===== src/hdl/c2s_pkg.sv =====
// Shared constants, payload types and the arctangent table of the spherical binner.
`timescale 1ns / 1ps
`default_nettype none
package c2s_pkg;

   localparam int COORD_BITS   = 16;
   localparam int INDEX_BITS   = 20;
   localparam int STEP_W       = 15;
   localparam int RANGE_W      = 16;
   localparam int TILT_W       = 16;
   localparam int PAN_W        = 17;

   // CORDIC datapath: coordinates are scaled by 2^14 and need headroom for the gain.
   localparam int SCALE_SHIFT  = 14;
   localparam int CW           = COORD_BITS + SCALE_SHIFT + 4;
   localparam int ACC_W        = 26;
   localparam int CORDIC_STEPS = 16;
   localparam int ANG_SHIFT    = 8;

   // Square root of the sum of squares, one result bit per stage.
   localparam int SUM_W        = 2 * COORD_BITS;
   localparam int ROOT_W       = COORD_BITS;
   localparam int REM_W        = ROOT_W + 2;

   // Bin divider: dividend is twice the angle plus the step.
   localparam int DIV_N_W      = 18;
   localparam int DIV_D_W      = STEP_W + 1;

   localparam logic signed [15:0]      GAIN_Q14 = 16'sd26981;
   localparam logic signed [ACC_W-1:0] DEG_90   = ACC_W'(90 * 65536);
   localparam logic signed [ACC_W-1:0] DEG_180  = ACC_W'(180 * 65536);
   localparam logic signed [ACC_W-1:0] DEG_360  = ACC_W'(360 * 65536);
   localparam logic signed [ACC_W-1:0] ANG_HALF = ACC_W'(128);

   localparam logic [PAN_W-1:0]  PAN_FULL   = PAN_W'(92160);
   localparam logic [TILT_W-1:0] TILT_TOP   = TILT_W'(46080);
   localparam logic [TILT_W-1:0] TILT_MID   = TILT_W'(23040);
   localparam logic [STEP_W-1:0] STEP_RESET = STEP_W'(256);

   typedef enum logic [0:0] {
      CSR_PAN_STEP  = 1'b0,
      CSR_TILT_STEP = 1'b1
   } csr_index_type;

   typedef struct packed {
      logic signed [COORD_BITS-1:0] pos_x;
      logic signed [COORD_BITS-1:0] pos_y;
      logic signed [COORD_BITS-1:0] pos_z;
      logic [INDEX_BITS-1:0]        point_number;
   } req_payload_type;

   typedef struct packed {
      logic [RANGE_W-1:0]    range_mm;
      logic [TILT_W-1:0]     tilt_angle;
      logic [PAN_W-1:0]      pan_angle;
      logic [PAN_W-1:0]      pan_bin;
      logic [TILT_W-1:0]     tilt_bin;
      logic [INDEX_BITS-1:0] point_tag;
   } rsp_payload_type;

   // Rotation angle of CORDIC step i in 1/65536 degree.
   function automatic logic signed [ACC_W-1:0] atan_of(input int step);
      logic signed [ACC_W-1:0] ang;
      unique case (step)
         0:       ang = ACC_W'(2949120);
         1:       ang = ACC_W'(1740967);
         2:       ang = ACC_W'(919879);
         3:       ang = ACC_W'(466945);
         4:       ang = ACC_W'(234379);
         5:       ang = ACC_W'(117304);
         6:       ang = ACC_W'(58666);
         7:       ang = ACC_W'(29335);
         8:       ang = ACC_W'(14668);
         9:       ang = ACC_W'(7334);
         10:      ang = ACC_W'(3667);
         11:      ang = ACC_W'(1833);
         12:      ang = ACC_W'(917);
         13:      ang = ACC_W'(458);
         14:      ang = ACC_W'(229);
         15:      ang = ACC_W'(115);
         default: ang = '0;
      endcase
      return ang;
   endfunction

endpackage
`default_nettype wire


===== src/hdl/c2s_divider.sv =====
// Pipelined restoring divider for the grid bins, one quotient bit per stage.
`timescale 1ns / 1ps
`default_nettype none
module c2s_divider (
   input  logic                           clock,
   input  logic                           advance,
   input  logic [c2s_pkg::DIV_N_W-1:0]    dividend,
   input  logic [c2s_pkg::DIV_D_W-1:0]    divisor,
   output logic [c2s_pkg::DIV_N_W-1:0]    quotient
);
   import c2s_pkg::*;

   // Dividend bits leave at the top while quotient bits enter at the bottom.
   logic [DIV_N_W-1:0] nq_ff   [DIV_N_W];
   logic [DIV_D_W-1:0] part_ff [DIV_N_W-1];
   logic [DIV_D_W-1:0] den_ff  [DIV_N_W-1];

   for (genvar i = 0; i < DIV_N_W; i++) begin : g_step
      logic [DIV_N_W-1:0] nq_cur, nq_in;
      logic [DIV_D_W-1:0] part_cur, den_cur;
      logic [DIV_D_W:0]   trial, diff;

      if (i == 0) begin : g_first
         assign nq_cur   = dividend;
         assign part_cur = '0;
         assign den_cur  = divisor;
      end else begin : g_next
         assign nq_cur   = nq_ff[i-1];
         assign part_cur = part_ff[i-1];
         assign den_cur  = den_ff[i-1];
      end

      always_comb begin
         trial = {part_cur, nq_cur[DIV_N_W-1]};
         diff  = trial - {1'b0, den_cur};
         nq_in = {nq_cur[DIV_N_W-2:0], ~diff[DIV_D_W]};
      end

      always_ff @(posedge clock) begin
         if (advance) begin
            nq_ff[i] <= nq_in;
         end
      end

      if (i < DIV_N_W - 1) begin : g_carry
         logic [DIV_D_W-1:0] part_in;

         assign part_in = diff[DIV_D_W] ? trial[DIV_D_W-1:0] : diff[DIV_D_W-1:0];

         always_ff @(posedge clock) begin
            if (advance) begin
               part_ff[i] <= part_in;
               den_ff[i]  <= den_cur;
            end
         end
      end
   end

   assign quotient = nq_ff[DIV_N_W-1];

endmodule
`default_nettype wire


===== config.mk =====
export PLATFORM = sky130hd
export DESIGN_NAME = c2s_divider
export DESIGN_NICKNAME = d
export VERILOG_FILES = /design/src/hdl/c2s_pkg.sv /design/src/hdl/c2s_divider.sv
export SDC_FILE = /design/constraint.sdc
export NUM_CORES = 1
export LEC_CHECK = 0
export ABC_AREA = 0
export CAP_MARGIN = 25
export CORE_ASPECT_RATIO = 1.75
export CORE_MARGIN = 8
export CORE_UTILIZATION = 58
export DETAILED_ROUTE_END_ITERATION = 6
export DONT_BUFFER_PORTS = 1
export GPL_ROUTABILITY_DRIVEN = 1
export PLACE_DENSITY = 0.76
export SYNTH_ARGS = -nofsm -noshare
export SYNTH_HDL_FRONTEND = slang
export SYNTH_SLANG_ARGS = --single-unit

===== constraint.sdc =====
create_clock -name clock -period 3.22 [get_ports clock]
set_input_delay 0.483 -clock clock [delete_from_list [all_inputs] [get_ports clock]]
set_output_delay 0.483 -clock clock [all_outputs]
set_load 0.02 [all_outputs]

; Word level (Yosys, flattened, before mapping)
; Memory sizes are Yosys's and may differ from the RTL's.
; Cells that the tools add are included.
[totals]
ff_bits = 0
latchBits = 0
mem_bits_rw = 868
rom_bits = 0
inputBits = 36
output_inout_bits = 18
wordCells = 58
memories = 3
[op_classes]
n_addsub = 18
mul = 0
div_mod_pow = 0
magnitude_cmp = 0
n_eq_ne = 0
n_shift = 0
n_mux = 19
bitwise_logic = 18
reduce_logical = 0
[mem_list]
columns = memory, words, word_bits, rd, rd_ports_with_merged_regs, wr, line
row1 = nq_ff, 18, 18, 18, 0, 18, c2s_divider.sv:14  ; logic [DIV_N_W-1:0] nq_ff [DIV_N_W];
row2 = den_ff, 17, 16, 17, 0, 17, c2s_divider.sv:16  ; logic [DIV_D_W-1:0] den_ff [DIV_N_W-1];
row3 = part_ff, 17, 16, 17, 0, 17, c2s_divider.sv:15  ; logic [DIV_D_W-1:0] part_ff [DIV_N_W-1];
[op_table]
columns = op, count
row1 = 17-bit by 16-bit subtractor with 17-bit output, 17
row2 = 16-bit two-way mux, 17
row3 = 1-bit NOT, 18
row4 = 1-bit by 16-bit subtractor with 17-bit output, 1
row5 = 1-bit two-way mux, 2

; Longest topological paths before layout
; Gate-level depths: netlist (run 1).
; An unclocked memory read counts as a cell.
[depth]
word_depth = 3
depth_mapped = 13

; Least setup slack after synthesis (run 1)
; No wires, ideal clock.
[synth_path]
path_kind = register to register
start = mem den_ff[0][208] (netlist bit)
end = mem part_ff[0][234] (netlist bit) (data pin)
setup_time_ns = 0.260
t_arrival_ns = 2.850
t_required_ns = 2.960
path_slack_ns = 0.110
path_stages_with_launch = 11
path_buffers = 1
path_cell_list = edfxtp_1 > ha_1 > fa_1 > nand2b_1 > a21oi_2 > o211ai_2 > a31oi_1 > o41ai_2 > o311ai_2 > buf_6 > mux2_2
[synth_rtl]
columns = element, line
row1 = from (decl), c2s_divider.sv:16
row2 = to (decl), c2s_divider.sv:15

==> reports/summary.txt, run 1 <==
register area: 26,070 sq um
Synth area leader: edfxtp_1
ANT cells: 0
clk_lat worst skew: 660 ps
Comb pwr share: 0.458
Bufs on Longest Clock Path: 3
syn_area_per_cell: 13.60 sq um
Syn-to-layout area delta: 12.27%
Slew Limit Fails: 211
DRC violations left: 1
final WL: 83.74 mm
violated checks: design-rule violations, negative hold slack, max-slew violations
post-route minimum period: 3199 ps
clock sinks: 868
core area: 72,940 sq um
Clock transition at path regs: 70 ps
number of synthesis warnings: 0
floorplan row count: 131
utilization after layout: 0.6564
max-cap violation count: 0
Flop pwr share: 0.351
leakage power: 0.01890 uW
Seq/Total Area, Yosys: 0.6112
CTS buffer count: 79
vias after detailed routing: 24,850
Max IR drop VDD: 0.5679 mV
IO Count: 54
Reg-to-Reg Start: part_ff[0][241]
Crit. End Element: flip-flop
vias in the first global route: 26,450
clk_skew: 33.90 ps
Clock power frac: 0.192
critical path arrival: 3590 ps
Hold WS: -37.42 ps
RSZ-0062 raised after global routing: yes
gpl congestion: 0.9954
initial antenna violation count: 0
CP startpoint: part_ff[0][241]
top-count cell post-synth: edfxtp_1
drt first pass iters: 7
Die H: 374.7 um
vias per std cell: 5.792
Post-synth EDFFs: 868
Crit Path Class: reg2reg
antenna-violating nets left: 0
max_slew headroom: -0.09323
Worst EP required: 3610 ps
post-synthesis cell type count: 81
largest cells by area after synthesis: edfxtp_1 61%, ha_1 8.0%, mux2_2 4.8%
Cell Int Power: 32,890 uW
Yosys reg bits: 868
Final Cycle Share: 0.9934
# setup viols final: 0
crit path max fanout: 17
Net Sw Power: 16,670 uW
initial detailed-routing violation count: 1,370
status: finished, violations left
Worst path max stage delay: 410 ps
Hold Path Origin: advance
PwrDens: 1035 nW/um^2
Die W: 221.0 um
ys flop type: edfxtp_1
total gr overflow: 0
filler cell count: 5,020
Cell Chain, Critical Path: ha_1, nor2b_1, o21ai_0, a21oi_2, o21ai_1, nor3_1, a211oi_2, xnor2_2, buf_12, mux2_2
H-tree Lvls: 3
final hold violation count: 7
multi-input logic area: 15,290 sq um
share of cells above drive strength 1: 0.1542
die area: 82,800 sq um
post-synthesis instance area: 42,650 sq um
crit path max-delay cell type: edfxtp_1
first-pass GRT wire length: 126.6 mm
final-stage net count: 3,622
Async S/R FF share, synth: 0
gr usage total: 0.1921
f_max: 0.3126 GHz
Post-synth top cells: 868 x edfxtp_1, 358 x inv_1, 273 x ha_1
Initial Utilization: 0.5847
CTS tree: done
Setup crit start kind: flip-flop
root buffer cell: clkbuf_16
final HPWL from detailed placement: 57.95 mm
Switching Share: 0.3364
Hold Buf Count CTS: 33
final instance area: 47,880 sq um
top cell type's share of synthesized area: 0.6112
largest net degree at the start of global routing: 869
worst hold path type: in2reg
placed cell areas: 44,290 sq um
Post-Synthesis Cells: 3,135
Worst-Margin Slew: 1640 ps
count of input and output buffers: 0
WL/cell: 19.52 um
[through the flow]
step | setup WS (ps) | power [uW] | TNS, ps | instances | hold slack [ps]
2_1_floorplan | 109.9 | 32850 | 0 | 3141 | 400.3
3_3_place_gp | -106.2 | 37570 | -3989 | 4092 | 400.1
3_5_place_dp | -154.7 | 38700 | -8312 | 4092 | 404.5
4_1_cts | -7.446 | 48520 | -7.446 | 4270 | 12.99
5_1_grt | -78.86 | 52120 | -890.8 | 4290 | -87.55
6_report | 21.25 | 49560 | 0 | 4290 | -37.42
[critical path: cells and delay by family, from the launching register on]
kind | cells | cell delay [ps]
AO/OA/AOI/OAI | 4 | 1100
XOR/XNOR | 1 | 170
adder cells (fa/ha/maj) | 1 | 370
buffers and inverters | 1 | 190
flip-flops | 1 | 410
multiplexers | 1 | 400
AND/OR/NAND/NOR | 2 | 290
[timing repair]
| item | 4_1_cts | 5_1_grt |
|---|---|---|
| gates resized for setup | 17 | 47 |
| endpoints found under the setup margin | 91 | 194 |
| setup buffers | 2 | 13 |
| cloned | 0 | 6 |
| endpoints found under the hold margin | 38 | 134 |
| pin swaps | 6 | 24 |
[cells by family (layout without fill, tap and decap cells)]
family,after synthesis,count (layout),share of synthesized area
AOI/OAI and AO/OA,569,569,0.08699
xor gates and xnor gates,207,207,0.04498
adders and majority gates,289,289,0.08760
buffers and inverters,414,632,0.03917
DFF,868,868,0.6112
muxes,266,266,0.07097
other,1,7,0.00008793
and+or+nand+nor,521,521,0.05903
[worst paths after layout]
kind                            slack (ps)               to  cells after the start
worst max-delay path                    20  part_ff[0][271]                     10
worst min-delay path                   -40      nq_ff[0][1]                      0
worst max register to register          20  part_ff[0][271]                     10
worst min register to register         400     nq_ff[8][17]                      0
[state kept, by name (all words and copies together) (netlist names)]
register,cells
den_ff,272
nq_ff,324
part_ff,272
[power by group through the flow]
stage	sequential, uW	clock, uW	combinational [uW]
6_report	17400	9500	22700
4_1_cts	17300	9750	21400
3_5_place_dp	17600	0	21100
2_1_floorplan	17100	0	15700
5_1_grt	17600	10100	24400
3_3_place_gp	17400	0	20100
[cells in the final DEF (no fill, tap or decap), types with 9 or more instances in the layout]
| cell | count |
|---|---|
| xnor2_1 | 147 |
| a21o_1 | 51 |
| nor2_1 | 151 |
| nor3_1 | 46 |
| edfxtp_1 | 868 |
| o31a_1 | 17 |
| o21ai_0 | 111 |
| o31ai_1 | 11 |
| mux2i_1 | 53 |
| o21a_1 | 37 |
| nor4_1 | 19 |
| clkbuf_1 | 12 |
| dlygate4sd3_1 | 33 |
| o211ai_1 | 16 |
| and3_1 | 13 |
| clkinv_1 | 15 |
| clkinvlp_4 | 9 |
| buf_12 | 17 |
| clkbuf_16 | 87 |
| nand2b_1 | 21 |
| inv_1 | 358 |
| nand4_1 | 18 |
| nor2b_1 | 38 |
| buf_4 | 72 |
| a31oi_1 | 27 |
| nand2_1 | 110 |
| fa_1 | 10 |
| a21oi_2 | 13 |
| or3_1 | 17 |
| ha_1 | 267 |
| clkinv_2 | 11 |
| a21oi_1 | 169 |
| bufinv_16 | 9 |
| xor2_1 | 49 |
| mux2_2 | 183 |
| nand3_1 | 52 |
| o21bai_1 | 15 |
| mux2_4 | 26 |
[per-layer routing]
layer	part of all wire	track usage	up-vias
met5	0	0	-
met4	0.064	0.1220	0
met3	0.029	0.03275	297
met2	0.63	0.4273	526
met1	0.28	0.1358	12160
li1	-	-	11870
[area by class of cell]
class / count / area share
Multi-Input combinational cell: 1859 / 0.3193
Clock inverter: 50 / 0.01048
Clock buffer: 93 / 0.04328
Timing Repair Buffer: 131 / 0.03016
Sequential cell: 868 / 0.5444
Tap cell: 931 / 0.02433
Inverter: 358 / 0.02807
(Power assumes the default switching activity.)
==> run 2, diff against run 1 <==
ABC_CLOCK_PERIOD_IN_PS = 3220   (was not set)
BUFFER_PORTS_ARGS = -buffer_cell sky130_fd_sc_hd__buf_2   (was not set)
CORE_UTILIZATION = 57   (was 58)
DONT_BUFFER_PORTS = not set   (was 1)
==> run 2 against run 1 <==
  * The run now ends clean
  * First-iteration DRC count up 1.2%
  * Clock power down 4.0%
  * Largest cell class unchanged
  * Highest routed layer unchanged
  * Register-to-register slack about the same
==> reports/summary.txt, run 2 (synthesis results as in run 1) <==
status: completed
vias per std cell: 5.777
Crit. End Element: flip-flop
gpl congestion: 0.9641
Cell Int Power: 33,100 uW
share of cells above drive strength 1: 0.1775
final HPWL from detailed placement: 59.17 mm
largest net degree at the start of global routing: 127
initial detailed-routing violation count: 1,387
Slew Limit Fails: 0
max-cap violation count: 0
f_max: 0.3130 GHz
RSZ-0062 raised after global routing: yes
Switching Share: 0.3365
max reg flops: 324
total gr overflow: 0
Flop pwr share: 0.347
most frequent cells in the layout: 868 x edfxtp_1, 355 x inv_1, 267 x ha_1, 172 x mux2_2, 169 x a21oi_1
die area: 84,170 sq um
Clock transition at path regs: 70 ps
worst hold path type: in2reg
PwrDens: 1030 nW/um^2
Worst EP required: 3620 ps
core area: 73,990 sq um
ANT cells: 0
clock sinks: 868
Setup crit start kind: flip-flop
filler cell count: 5,187
Clock power frac: 0.183
final WL: 83.72 mm
vias after detailed routing: 25,310
final-stage net count: 3,707
Net Sw Power: 16,790 uW
utilization after layout: 0.6549
H-tree Lvls: 3
final hold violation count: 0
clk_lat worst skew: 660 ps
count of input and output buffers: 53
vias in the first global route: 26,970
Bufs on Longest Clock Path: 3
drt first pass iters: 7
Crit Path Class: reg2reg
IO Count: 54
Initial Utilization: 0.5764
Syn-to-layout area delta: 13.63%
Hold WS: 65.49 ps
critical path arrival: 3590 ps
Die W: 222.8 um
Final Cycle Share: 0.9921
Reg with most FFs: nq_ff
post-route minimum period: 3195 ps
floorplan row count: 132
Largest regs: nq_ff x324, den_ff x272, part_ff x272
Max IR drop VDD: 0.6531 mV
CTS tree: done
antenna-violating nets left: 0
commonest non-fill, non-tap cell in the layout: edfxtp_1
initial antenna violation count: 0
final instance area: 48,460 sq um
placed cell areas: 44,790 sq um
Die H: 377.9 um
gr usage total: 0.1928
dpl cells: 4,170
CTS buffer count: 79
DRC violations left: 0
clk_skew: 22.43 ps
leakage power: 0.01933 uW
post-route insts no fill: 4,381
first-pass GRT wire length: 128.7 mm
# setup viols final: 0
crit path max fanout: 8
WL/cell: 19.11 um
root buffer cell: clkbuf_16
Comb pwr share: 0.471
max_slew headroom: 0.4677
Worst-Margin Slew: 794.7 ps
-- run 2: cell types whose count changed in the layout (fill, tap and decap cells not counted), sizes merged --
cell,previous run,this run
buf,92,183
clkinvlp,9,2
clkinv,27,33
bufinv,9,4
clkbuf,99,103
dlygate4sd3,33,29
inv,363,361
bufbuf,0,1
-- run 2: per-layer routing --
metal / GRT usage / share of wire / vias up
li1: - / - / 12040
met3: 0.02632 / 0.029 / 292
met2: 0.4206 / 0.61 / 607
met4: 0.1357 / 0.068 / 0
met5: 0 / 0 / -
met1: 0.1423 / 0.29 / 12380
-- run 2: area by class of cell --
type | count | area [sq um] | area share
sequential | 868 | 26070 | 0.5379
multi-input combinational | 1859 | 15390 | 0.3175
clock buffer | 100 | 2141 | 0.04418
timing repair buffer | 216 | 2037 | 0.04203
inverter | 358 | 1344 | 0.02773
tap | 938 | 1174 | 0.02422
clock inverter | 42 | 311.5 | 0.006429
-- run 2: through the flow --
| step | setup slack [ps] | power [uW] | TNS, ps |
|---|---|---|---|
| floorplan | 109.9 | 32850 | 0 |
| global placement | -114.6 | 37640 | -5065 |
| finish | 25.40 | 49890 | 0 |
| detailed placement | -181.3 | 38880 | -11740 |
| CTS | -6.003 | 49080 | -14.30 |
| global route | -37.01 | 52510 | -452.1 |
-- run 2: worst max-delay path, cell delays in order, from the launching register on --
cell      delay (ps)
edfxtp_1         420
ha_4             190
fa_2             340
nand2b_4         170
a21oi_4          150
o211ai_2         150
a31oi_4          230
o41ai_4          110
buf_4            170
buf_6            120
o311ai_4         230
buf_4            180
buf_12           150
mux2_4           310
-- run 2: repair_timing --
item / CTS / global route
gates resized for setup: 42 / 54
setup endpoints to repair: 121 / 174
endpoints found under the hold margin: 29 / 0
gates cloned: 4 / 3
hold buffers: 29 / 0
pin swaps: 16 / 28
buffers inserted: 10 / 24
-- run 2: final timing paths --
check        slack [ps]               to  depth (start not counted)      startpoint
max                  30  part_ff[0][231]                         13  den_ff[0][208]
max reg2reg          30  part_ff[0][231]                         13  den_ff[0][208]
min                  70    den_ff[0][13]                          1     divisor[13]
min reg2reg         400     nq_ff[9][15]                          0    nq_ff[8][14]
-- run 2: power groups by stage --
stage | logic [uW] | clock network (uW) | registers [uW]
floorplan | 15700 | 0 | 17100
global placement | 20300 | 0 | 17400
detailed placement | 21400 | 0 | 17500
CTS | 22400 | 9350 | 17300
global route | 25200 | 9750 | 17500
finish | 23500 | 9120 | 17300
